<file path="config.mk">
export PLATFORM = sky130hd
export DESIGN_NAME = nearest_palette_colour_match
export DESIGN_NICKNAME = d
export VERILOG_FILES = /design/src/rtl/npcm_pkg.sv /design/src/rtl/nearest_palette_colour_match.sv
export VERILOG_INCLUDE_DIRS = /design/src /design/src/rtl
export SDC_FILE = /design/constraint.sdc
export NUM_CORES = 1
export LEC_CHECK = 0
export ABC_AREA = 1
export BUFFER_PORTS_ARGS = -buffer_cell sky130_fd_sc_hd__buf_2
export CAP_MARGIN = 30
export CELL_PAD_IN_SITES_DETAIL_PLACEMENT = 1
export CELL_PAD_IN_SITES_GLOBAL_PLACEMENT = 1
export CORE_MARGIN = 1.5
export CORE_UTILIZATION = 48
export CTS_CLUSTER_SIZE = 12
export DETAILED_ROUTE_END_ITERATION = 12
export PLACE_DENSITY_LB_ADDON = 0.25
export SLEW_MARGIN = 25
export SYNTH_ARGS = -nofsm -noshare
export SYNTH_HDL_FRONTEND = slang
export SYNTH_SLANG_ARGS = --single-unit
</file>
<file path="constraint.sdc">
create_clock -name clk -period 10 [get_ports clk]
set_input_delay 0 -clock clk [delete_from_list [all_inputs] [get_ports clk]]
set_output_delay 0 -clock clk [all_outputs]
set_load 0.01 [all_outputs]
</file>
<file path="src/rtl/assert_macros.svh">
// ---------------------------------------------------------------------------
// assert_macros.svh
// Concurrent assertion helpers used by the RTL files.
// ---------------------------------------------------------------------------
`ifndef ASSERT_MACROS_SVH
`define ASSERT_MACROS_SVH

// Property checked at every rising clock edge, off while reset is asserted.
`define ASSERT_CLK(lbl, clk, rst_n, prop, msg) \
	lbl: assert property (@(posedge clk) disable iff (!(rst_n)) (prop)) else $error(msg);

// Condition that must never be true outside reset.
`define ASSERT_NEVER(lbl, clk, rst_n, cond, msg) \
	lbl: assert property (@(posedge clk) disable iff (!(rst_n)) !(cond)) else $error(msg);

`endif

</file>
<file path="src/rtl/npcm_pkg.sv">
// ---------------------------------------------------------------------------
// npcm_pkg
// Constants and palette ROM for the nearest palette colour matcher.
// ---------------------------------------------------------------------------
package npcm_pkg;

	localparam int COLOURS_DEF = 16;
	localparam int TABLES_DEF  = 8;
	localparam int ROM_TABLES  = 8;
	localparam int ROM_COLOURS = 16;

	localparam int SEL_W   = 3;   // palette_select width
	localparam int PIX_W   = 24;  // pixel_rgb width
	localparam int IDX_W   = 4;   // colour_index width
	localparam int CH_W    = 8;   // one colour channel
	localparam int WGT_W   = 10;  // weight 512+m or 767-m
	localparam int SQ_W    = 16;  // square of a channel difference
	localparam int PROD_W  = WGT_W + SQ_W;
	localparam int TERM_W  = 18;  // one term of the distance
	localparam int DIST_W  = 20;  // full distance, max about 585000

	localparam logic [WGT_W-1:0] RED_BIAS  = 10'd512;
	localparam logic [WGT_W-1:0] BLUE_BIAS = 10'd767;

	typedef logic [PIX_W-1:0] rgb_t;

	// Constant palette tables, red in 23:16, green 15:8, blue 7:0.
	localparam rgb_t PAL_ROM [ROM_TABLES][ROM_COLOURS] = '{
		'{24'h000000, 24'hffffff, 24'h894036, 24'h7abfc7,
		  24'h8a46ae, 24'h68a941, 24'h3e31a2, 24'hd0dc71,
		  24'h905f25, 24'h5c4700, 24'hbb776d, 24'h555555,
		  24'h808080, 24'hacea88, 24'h7c70da, 24'hababab},
		'{24'h000000, 24'hFFFFFF, 24'h68372B, 24'h70A4B2,
		  24'h6F3D86, 24'h588D43, 24'h352879, 24'hB8C76F,
		  24'h6F4F25, 24'h433900, 24'h9A6759, 24'h444444,
		  24'h6C6C6C, 24'h9AD284, 24'h6C5EB5, 24'h959595},
		'{24'h0A0A0A, 24'hFFF8FF, 24'h851F02, 24'h65CDA8,
		  24'hA73B9F, 24'h4DAB19, 24'h1A0C92, 24'hEBE353,
		  24'hA94B02, 24'h441E00, 24'hD28074, 24'h464646,
		  24'h8B8B8B, 24'h8EF68E, 24'h4D91D1, 24'hBABABA},
		'{24'h000000, 24'hFCFCFC, 24'hA80000, 24'h54FCFC,
		  24'hA800A8, 24'h00A800, 24'h0000A8, 24'hFCFC00,
		  24'hA85400, 24'h802C00, 24'hFC5454, 24'h545454,
		  24'h808080, 24'h54FC54, 24'h5454FC, 24'hA8A8A8},
		'{24'h101010, 24'hFFFFFF, 24'hE04040, 24'h60FFFF,
		  24'hE060E0, 24'h40E040, 24'h4040E0, 24'hFFFF40,
		  24'hE0A040, 24'h9C7448, 24'hFFA0A0, 24'h545454,
		  24'h888888, 24'hA0FFA0, 24'hA0A0FF, 24'hC0C0C0},
		'{24'h000000, 24'hFFFFFF, 24'hCC0000, 24'h00FFCC,
		  24'hFF00FF, 24'h00CC00, 24'h0000CC, 24'hFFFF00,
		  24'hFF8800, 24'h884400, 24'hFF8888, 24'h444444,
		  24'h888888, 24'h88FF88, 24'h8888FF, 24'hCCCCCC},
		'{24'h000000, 24'hFFFFFF, 24'h880000, 24'hAAFFEE,
		  24'hCC44CC, 24'h00CC55, 24'h0000AA, 24'hEEEE77,
		  24'hDD8855, 24'h664400, 24'hFE7777, 24'h333333,
		  24'h777777, 24'hAAFF66, 24'h0088FF, 24'hBBBBBB},
		'{24'h212121, 24'hFFFFFF, 24'hB52121, 24'h73FFFF,
		  24'hB521B5, 24'h21B521, 24'h2121B5, 24'hFFFF21,
		  24'hB57321, 24'h944221, 24'hFF7373, 24'h737373,
		  24'h949494, 24'h73FF73, 24'h7373FF, 24'hB5B5B5}
	};

	// Sequencer states, one-hot.
	typedef enum logic [6:0] {
		ST_IDLE = 7'b0000001,
		ST_SQ_R = 7'b0000010,
		ST_W_R  = 7'b0000100,
		ST_SQ_G = 7'b0001000,
		ST_SQ_B = 7'b0010000,
		ST_W_B  = 7'b0100000,
		ST_CMP  = 7'b1000000
	} state_t;

endpackage

</file>
<file path="src/rtl/nearest_palette_colour_match.sv">
// ---------------------------------------------------------------------------
// nearest_palette_colour_match
// Finds the nearest of the palette colours to an RGB pixel, redmean metric.
// ---------------------------------------------------------------------------
// Usage:
//   Input channel s_*: one pixel per item, red 23:16, green 15:8, blue 7:0.
//   Output channel m_*: one palette index per item, lowest index on ties.
//   cfg_wen/cfg_wdata write palette_select; write only while the block idles.
//   Values at or above PALETTE_TABLES select the last table present.
// Sequence:
//   Each palette entry is processed in steps on the single 10x16 multiplier:
//   red square, red weight, green square, blue square, blue weight, compare.
//   The result is registered at the last entry's compare; s_tready is high
//   only while idle, so a new item is taken only after the current one has
//   left its final compare.
// Reset:
//   arst_n clears the sequencer, the output valid and palette_select to 0.
// Stall:
//   A result waits in the output register; a new item is accepted meanwhile
//   and runs until its final compare, where it holds until the slot is free.
// ---------------------------------------------------------------------------
`include "assert_macros.svh"

module nearest_palette_colour_match #(
	parameter int PALETTE_COLOURS = npcm_pkg::COLOURS_DEF,
	parameter int PALETTE_TABLES  = npcm_pkg::TABLES_DEF
) (
	input  logic        clk,
	input  logic        arst_n,
	// configuration
	input  logic        cfg_wen,
	input  logic [2:0]  cfg_wdata,  // palette_select
	// input stream
	input  logic        s_tvalid,
	output logic        s_tready,
	input  logic [23:0] s_tdata,    // [23:0] pixel_rgb
	// output stream
	output logic        m_tvalid,
	input  logic        m_tready,
	output logic [7:0]  m_tdata     // [3:0] colour_index, [7:4] zero
);

	localparam int CNT_W = (PALETTE_COLOURS > 1) ? $clog2(PALETTE_COLOURS) : 1;
	localparam logic [CNT_W-1:0] LAST_ENTRY = CNT_W'(PALETTE_COLOURS - 1);

	npcm_pkg::state_t state_q;

	logic [npcm_pkg::SEL_W-1:0]  palette_select_q;
	logic [npcm_pkg::SEL_W-1:0]  sel_eff;
	npcm_pkg::rgb_t              pix_q;
	npcm_pkg::rgb_t              pal_col;
	logic [CNT_W-1:0]            entry_q;
	logic                        last_entry;
	logic [npcm_pkg::PROD_W-1:0] prod_q;
	logic [npcm_pkg::DIST_W-1:0] acc_q;
	logic [npcm_pkg::DIST_W-1:0] best_q;
	logic [npcm_pkg::IDX_W-1:0]  best_idx_q;
	logic [npcm_pkg::IDX_W-1:0]  out_idx_q;
	logic                        out_valid_q;

	logic [npcm_pkg::CH_W-1:0]   dr, dg, db;
	logic [npcm_pkg::CH_W-1:0]   mean_r;
	logic [npcm_pkg::CH_W:0]     red_sum;
	logic [npcm_pkg::WGT_W-1:0]  mul_a;
	logic [npcm_pkg::SQ_W-1:0]   mul_b;
	logic [npcm_pkg::DIST_W-1:0] entry_dist;
	logic                        take;
	logic                        out_free;
	logic [npcm_pkg::IDX_W-1:0]  entry_idx;

	function automatic logic [7:0] abs_diff(input logic [7:0] a, input logic [7:0] b);
		abs_diff = (a > b) ? (a - b) : (b - a);
	endfunction

	// Table select with clamp to the tables present
	always_comb begin
		if ({1'b0, palette_select_q} >= 4'(PALETTE_TABLES)) begin
			sel_eff = npcm_pkg::SEL_W'(PALETTE_TABLES - 1);
		end else begin
			sel_eff = palette_select_q;
		end
	end

	assign entry_idx  = npcm_pkg::IDX_W'(entry_q);
	assign pal_col    = npcm_pkg::PAL_ROM[sel_eff][entry_idx];
	assign last_entry = (entry_q == LAST_ENTRY);

	// Channel differences and floored mean red
	assign dr      = abs_diff(pix_q[23:16], pal_col[23:16]);
	assign dg      = abs_diff(pix_q[15:8],  pal_col[15:8]);
	assign db      = abs_diff(pix_q[7:0],   pal_col[7:0]);
	assign red_sum = {1'b0, pix_q[23:16]} + {1'b0, pal_col[23:16]};
	assign mean_r  = red_sum[npcm_pkg::CH_W:1];

	// Shared multiplier operand select
	always_comb begin
		mul_a = '0;
		mul_b = '0;
		unique case (state_q)
			npcm_pkg::ST_SQ_R: begin
				mul_a = {2'b00, dr};
				mul_b = {8'h00, dr};
			end
			npcm_pkg::ST_W_R: begin
				mul_a = npcm_pkg::RED_BIAS + {2'b00, mean_r};
				mul_b = prod_q[npcm_pkg::SQ_W-1:0];
			end
			npcm_pkg::ST_SQ_G: begin
				mul_a = {2'b00, dg};
				mul_b = {8'h00, dg};
			end
			npcm_pkg::ST_SQ_B: begin
				mul_a = {2'b00, db};
				mul_b = {8'h00, db};
			end
			npcm_pkg::ST_W_B: begin
				mul_a = npcm_pkg::BLUE_BIAS - {2'b00, mean_r};
				mul_b = prod_q[npcm_pkg::SQ_W-1:0];
			end
			default: begin
				mul_a = '0;
				mul_b = '0;
			end
		endcase
	end

	// Final distance of the current entry and compare
	assign entry_dist = acc_q + npcm_pkg::DIST_W'(prod_q[npcm_pkg::PROD_W-1:8]);
	assign take       = (entry_q == '0) || (entry_dist < best_q);
	assign out_free   = !out_valid_q || m_tready;

	assign s_tready = (state_q == npcm_pkg::ST_IDLE);
	assign m_tvalid = out_valid_q;
	assign m_tdata  = {4'h0, out_idx_q};

	// Configuration register
	always_ff @(posedge clk or negedge arst_n) begin
		if (!arst_n) begin
			palette_select_q <= '0;
		end else if (cfg_wen) begin
			palette_select_q <= cfg_wdata;
		end
	end

	// Sequencer
	always_ff @(posedge clk or negedge arst_n) begin
		if (!arst_n) begin
			state_q <= npcm_pkg::ST_IDLE;
			entry_q <= '0;
		end else begin
			unique case (state_q)
				npcm_pkg::ST_IDLE: begin
					if (s_tvalid) begin
						state_q <= npcm_pkg::ST_SQ_R;
						entry_q <= '0;
					end
				end
				npcm_pkg::ST_SQ_R: state_q <= npcm_pkg::ST_W_R;
				npcm_pkg::ST_W_R:  state_q <= npcm_pkg::ST_SQ_G;
				npcm_pkg::ST_SQ_G: state_q <= npcm_pkg::ST_SQ_B;
				npcm_pkg::ST_SQ_B: state_q <= npcm_pkg::ST_W_B;
				npcm_pkg::ST_W_B:  state_q <= npcm_pkg::ST_CMP;
				npcm_pkg::ST_CMP: begin
					if (!last_entry) begin
						state_q <= npcm_pkg::ST_SQ_R;
						entry_q <= entry_q + 1'b1;
					end else if (out_free) begin
						state_q <= npcm_pkg::ST_IDLE;
					end
				end
				default: state_q <= npcm_pkg::ST_IDLE;
			endcase
		end
	end

	// Datapath: pixel capture, product, accumulator, running best
	always_ff @(posedge clk) begin
		if (state_q == npcm_pkg::ST_IDLE && s_tvalid) begin
			pix_q <= s_tdata;
		end
		if (state_q == npcm_pkg::ST_SQ_R || state_q == npcm_pkg::ST_W_R ||
		    state_q == npcm_pkg::ST_SQ_G || state_q == npcm_pkg::ST_SQ_B ||
		    state_q == npcm_pkg::ST_W_B) begin
			prod_q <= npcm_pkg::PROD_W'(mul_a * mul_b);
		end
		// red term lands in SQ_G, green term is added in SQ_B
		if (state_q == npcm_pkg::ST_SQ_G) begin
			acc_q <= npcm_pkg::DIST_W'(prod_q[npcm_pkg::PROD_W-1:8]);
		end else if (state_q == npcm_pkg::ST_SQ_B) begin
			acc_q <= acc_q + npcm_pkg::DIST_W'({prod_q[npcm_pkg::SQ_W-1:0], 2'b00});
		end
		if (state_q == npcm_pkg::ST_CMP && take && (!last_entry || out_free)) begin
			best_q     <= entry_dist;
			best_idx_q <= entry_idx;
		end
		if (state_q == npcm_pkg::ST_CMP && last_entry && out_free) begin
			out_idx_q <= take ? entry_idx : best_idx_q;
		end
	end

	// Output valid
	always_ff @(posedge clk or negedge arst_n) begin
		if (!arst_n) begin
			out_valid_q <= 1'b0;
		end else if (state_q == npcm_pkg::ST_CMP && last_entry && out_free) begin
			out_valid_q <= 1'b1;
		end else if (m_tready) begin
			out_valid_q <= 1'b0;
		end
	end

	// Checks
	`ASSERT_CLK(a_start_at_entry0, clk, arst_n, (s_tvalid && s_tready) |=> (state_q == npcm_pkg::ST_SQ_R && entry_q == '0), "accepted item does not start at entry 0")
	`ASSERT_CLK(a_result_from_last_cmp, clk, arst_n, $rose(out_valid_q) |-> $past(state_q == npcm_pkg::ST_CMP && last_entry), "result not issued from the last compare")
	`ASSERT_NEVER(a_entry_range, clk, arst_n, entry_q > LAST_ENTRY, "entry counter beyond palette size")
	`ASSERT_CLK(a_square_bound, clk, arst_n, (state_q == npcm_pkg::ST_W_R || state_q == npcm_pkg::ST_W_B) |-> (prod_q <= npcm_pkg::PROD_W'(65025)), "channel square out of range")

endmodule
</file>
==> flow_metrics.tcl <==
set metrics [dict create \
    design_area_um2 19000 \
    post-synth-top-count-cell "nand2_1" \
    synthTopCellsByCount "nand2_1 (601), inv_1 (410), nor2_1 (207), ha_1 (199), nand3_1 (175)" \
    fin_crit_ns 9.48 \
    root_buffer "clkbuf_16" \
    final-max-slew-violation-count 0 \
    r2r_slack_ns 0.52 \
    num_vias 18089 \
    finalHoldViolCount 0 \
    synth_area_leaders "edfxtp_1 (17%), ha_1 (14%), nand2_1 (13%)" \
    cts.sink_count 113 \
    r2r-start "palette_select_q[1]" \
    power.internal_uw 1490 \
    antennaDiodeCount 0 \
    routabilityCongestion 1.07 \
    first_iter_violations 1502 \
    start_util 0.487 \
    grt_pass1_wl_um 109000 \
    reg2reg_to "prod_q[23]" \
    setup_viol_count_final 0 \
    postLayoutCoreUtil 0.536 \
    antenna_found_initial 3 \
    drc_errors 0 \
    ys.flop_type "edfxtp_1" \
    synth_top_cell_area_share 0.167 \
    cpMaxStageDelayCell "dfrtp_4" \
    dr.pass1.iters 6 \
    clock_path_buffers 2 \
    rr_worst_depth 41 \
    vdd_drop_max_mv 0.158 \
    power_density_nw_per_um2 154 \
    startpoint_type "flop" \
    port-buffer-count 37 \
    avgRoutedWirePerCell_um 23.6 \
    crit_arrival_ns 9.67 \
    area_growth_pct 10.1 \
    htree_num_levels 4 \
    hpwlAfterDp_um 56600 \
    fin_crit_sh 0.948 \
    io_pins 42 \
    synthCells 2456 \
    syn_avg_cell_area_um2 7.04 \
    die-area_um2 37200 \
    die-width_um 193 \
    relSlewSlack 0.421 \
    via_per_inst 6.02 \
    setup.worst_path.class "reg -> reg" \
    pwr-share-seq 0.240 \
    maxCapViolations 0 \
    switching_share 0.493 \
    combPwrFrac 0.540 \
    hold_class "in -> async" \
    yosysTopAreaCell "edfxtp_1" \
    cts_tree "yes" \
    power.static_leakage_uw 0.00991 \
    yosys_warnings 0 \
    synth_edf_count 96 \
    insertion_delay_ns 0.46 \
    synth_cell_type_count 58 \
    pwr-share-clk 0.221 \
    ys_ff_latch 113 \
    ant_nets 0 \
    worstPathRequired_ns 10.20 \
    dieHeight_um 193 \
    cp_slowest_stage_delay_ns 0.57 \
    rsz0062_at_grt "no" \
    gr-total-overflow 0 \
    timing.fmax_mhz 106 \
    outcome "finished, final reports clean" \
    grt_max_degree 40 \
    fillerInstances 4608 \
    grtUsageTotal 0.390 \
    drt-total-wl_um 71000 \
    path_common_cell "nand2_1" \
    num_rows 69 \
    grt_pass1_vias 19339 \
    async_flop_share 0.133 \
    drive_gt1_frac 0.0766 \
    core-area_um2 35500 \
    yosysSeqAreaShare 0.191 \
    cp_max_fo 12 \
    worst-path-buf-inv 8 \
    place_area_um2 18000 \
    path_delay_family "adder cells" \
    p_switching_uw 1450 \
    clk_pin_slew_worst_paths_ns 0.07 \
    tightest_slew_ns 0.865 \
    netlist_area_um2 17300 \
    fin_tns_setup_ns 0 \
    cp-startpoint "palette_select_q[1]" \
    fin_worst_skew_ns 0.0136 \
    crit_path_end_kind "flop" \
    whs_ns 0.0309 \
    cts_made_buffers 17 \
    final_net_count 2867 \
]
[metrics by stage]
stage / worst slack [ns] / total power (uW) / cells
6_report: 0.523 / 2940 / 3006
5_1_grt: 0.0235 / 3110 / 3006
2_1_floorplan: 2.16 / 1730 / 2459
4_1_cts: 0.185 / 2900 / 3005
3_5_place_dp: -0.162 / 2220 / 2935
3_3_place_gp: 0.0537 / 2130 / 2935
[cells in the final DEF, fill, tap and decap left out, types with 26 or more instances in the layout]
master           n
a21oi_1        140
buf_2           37
buf_4           37
dlygate4sd3_1   36
edfxtp_1        96
fa_1           104
ha_1           199
inv_1          408
nand2_1        599
nand3_1        175
nand4_1         28
nor2_1         206
nor2_2          26
o21ai_0        149
xor2_1          41
[worst max path at each step]
stage	to	slack (ns)	cells after the start
floorplan	prod_q[23]	2.16	41
global placement	prod_q[18]	0.05	40
detailed placement	prod_q[18]	-0.16	40
CTS	prod_q[19]	0.19	40
global route	prod_q[25]	0.02	40
finish	prod_q[23]	0.52	41
[cell type report]
type / instances / area, um2 / area share
sequential: 113 / 3310 / 0.174
clock buffer: 18 / 439 / 0.0231
multi-input combinational: 1864 / 12100 / 0.636
clock inverter: 14 / 155 / 0.00816
timing repair buffer: 111 / 835 / 0.0439
tap: 461 / 577 / 0.0303
inverter: 425 / 1600 / 0.0843
[what timing repair did]
action,4_1_cts,5_1_grt
endpoints found under the hold margin,45,0
hold buffers,36,0
cloned,0,0
setup buffers,2,0
gates resized for setup,2,9
endpoints found under the setup margin,12,17
[power groups by stage]
| stage | logic [uW] | registers, uW | clock network, uW |
|---|---|---|---|
| after floorplan | 1060 | 667 | 0 |
| after global placement | 1430 | 704 | 0 |
| after detailed placement | 1510 | 707 | 0 |
| after CTS | 1550 | 700 | 649 |
| after global routing | 1740 | 708 | 663 |
| final | 1590 | 704 | 648 |
[layer usage]
metal | vias up | GRT usage | wire (um)
met1 | 8869 | 0.493 | 29300
met2 | 837 | 0.630 | 32400
met4 | 4 | 0.183 | 3290
met5 | - | 0 | 25
met3 | 248 | 0.0875 | 6010
li1 | 8131 | - | -
[flip-flops by register name, summed over array words and instances, names as in the netlist]
register	flops
acc_q	20
entry_idx	4
out_idx_q	4
state_q	7
m_tvalid	1
palette_select_q	3
best_q	20
pix_q	24
best_idx_q	4
prod_q	26
[kinds of logic after synthesis]
group	count (synthesis)	synth area share
simple gates	1101	0.274
buf+inv	482	0.110
compound gates	400	0.132
fa+ha+maj	303	0.265
flops	113	0.191
xor+xnor	56	0.0284
other cells	1	0.000217
Power figures use the tool's default switching activity.
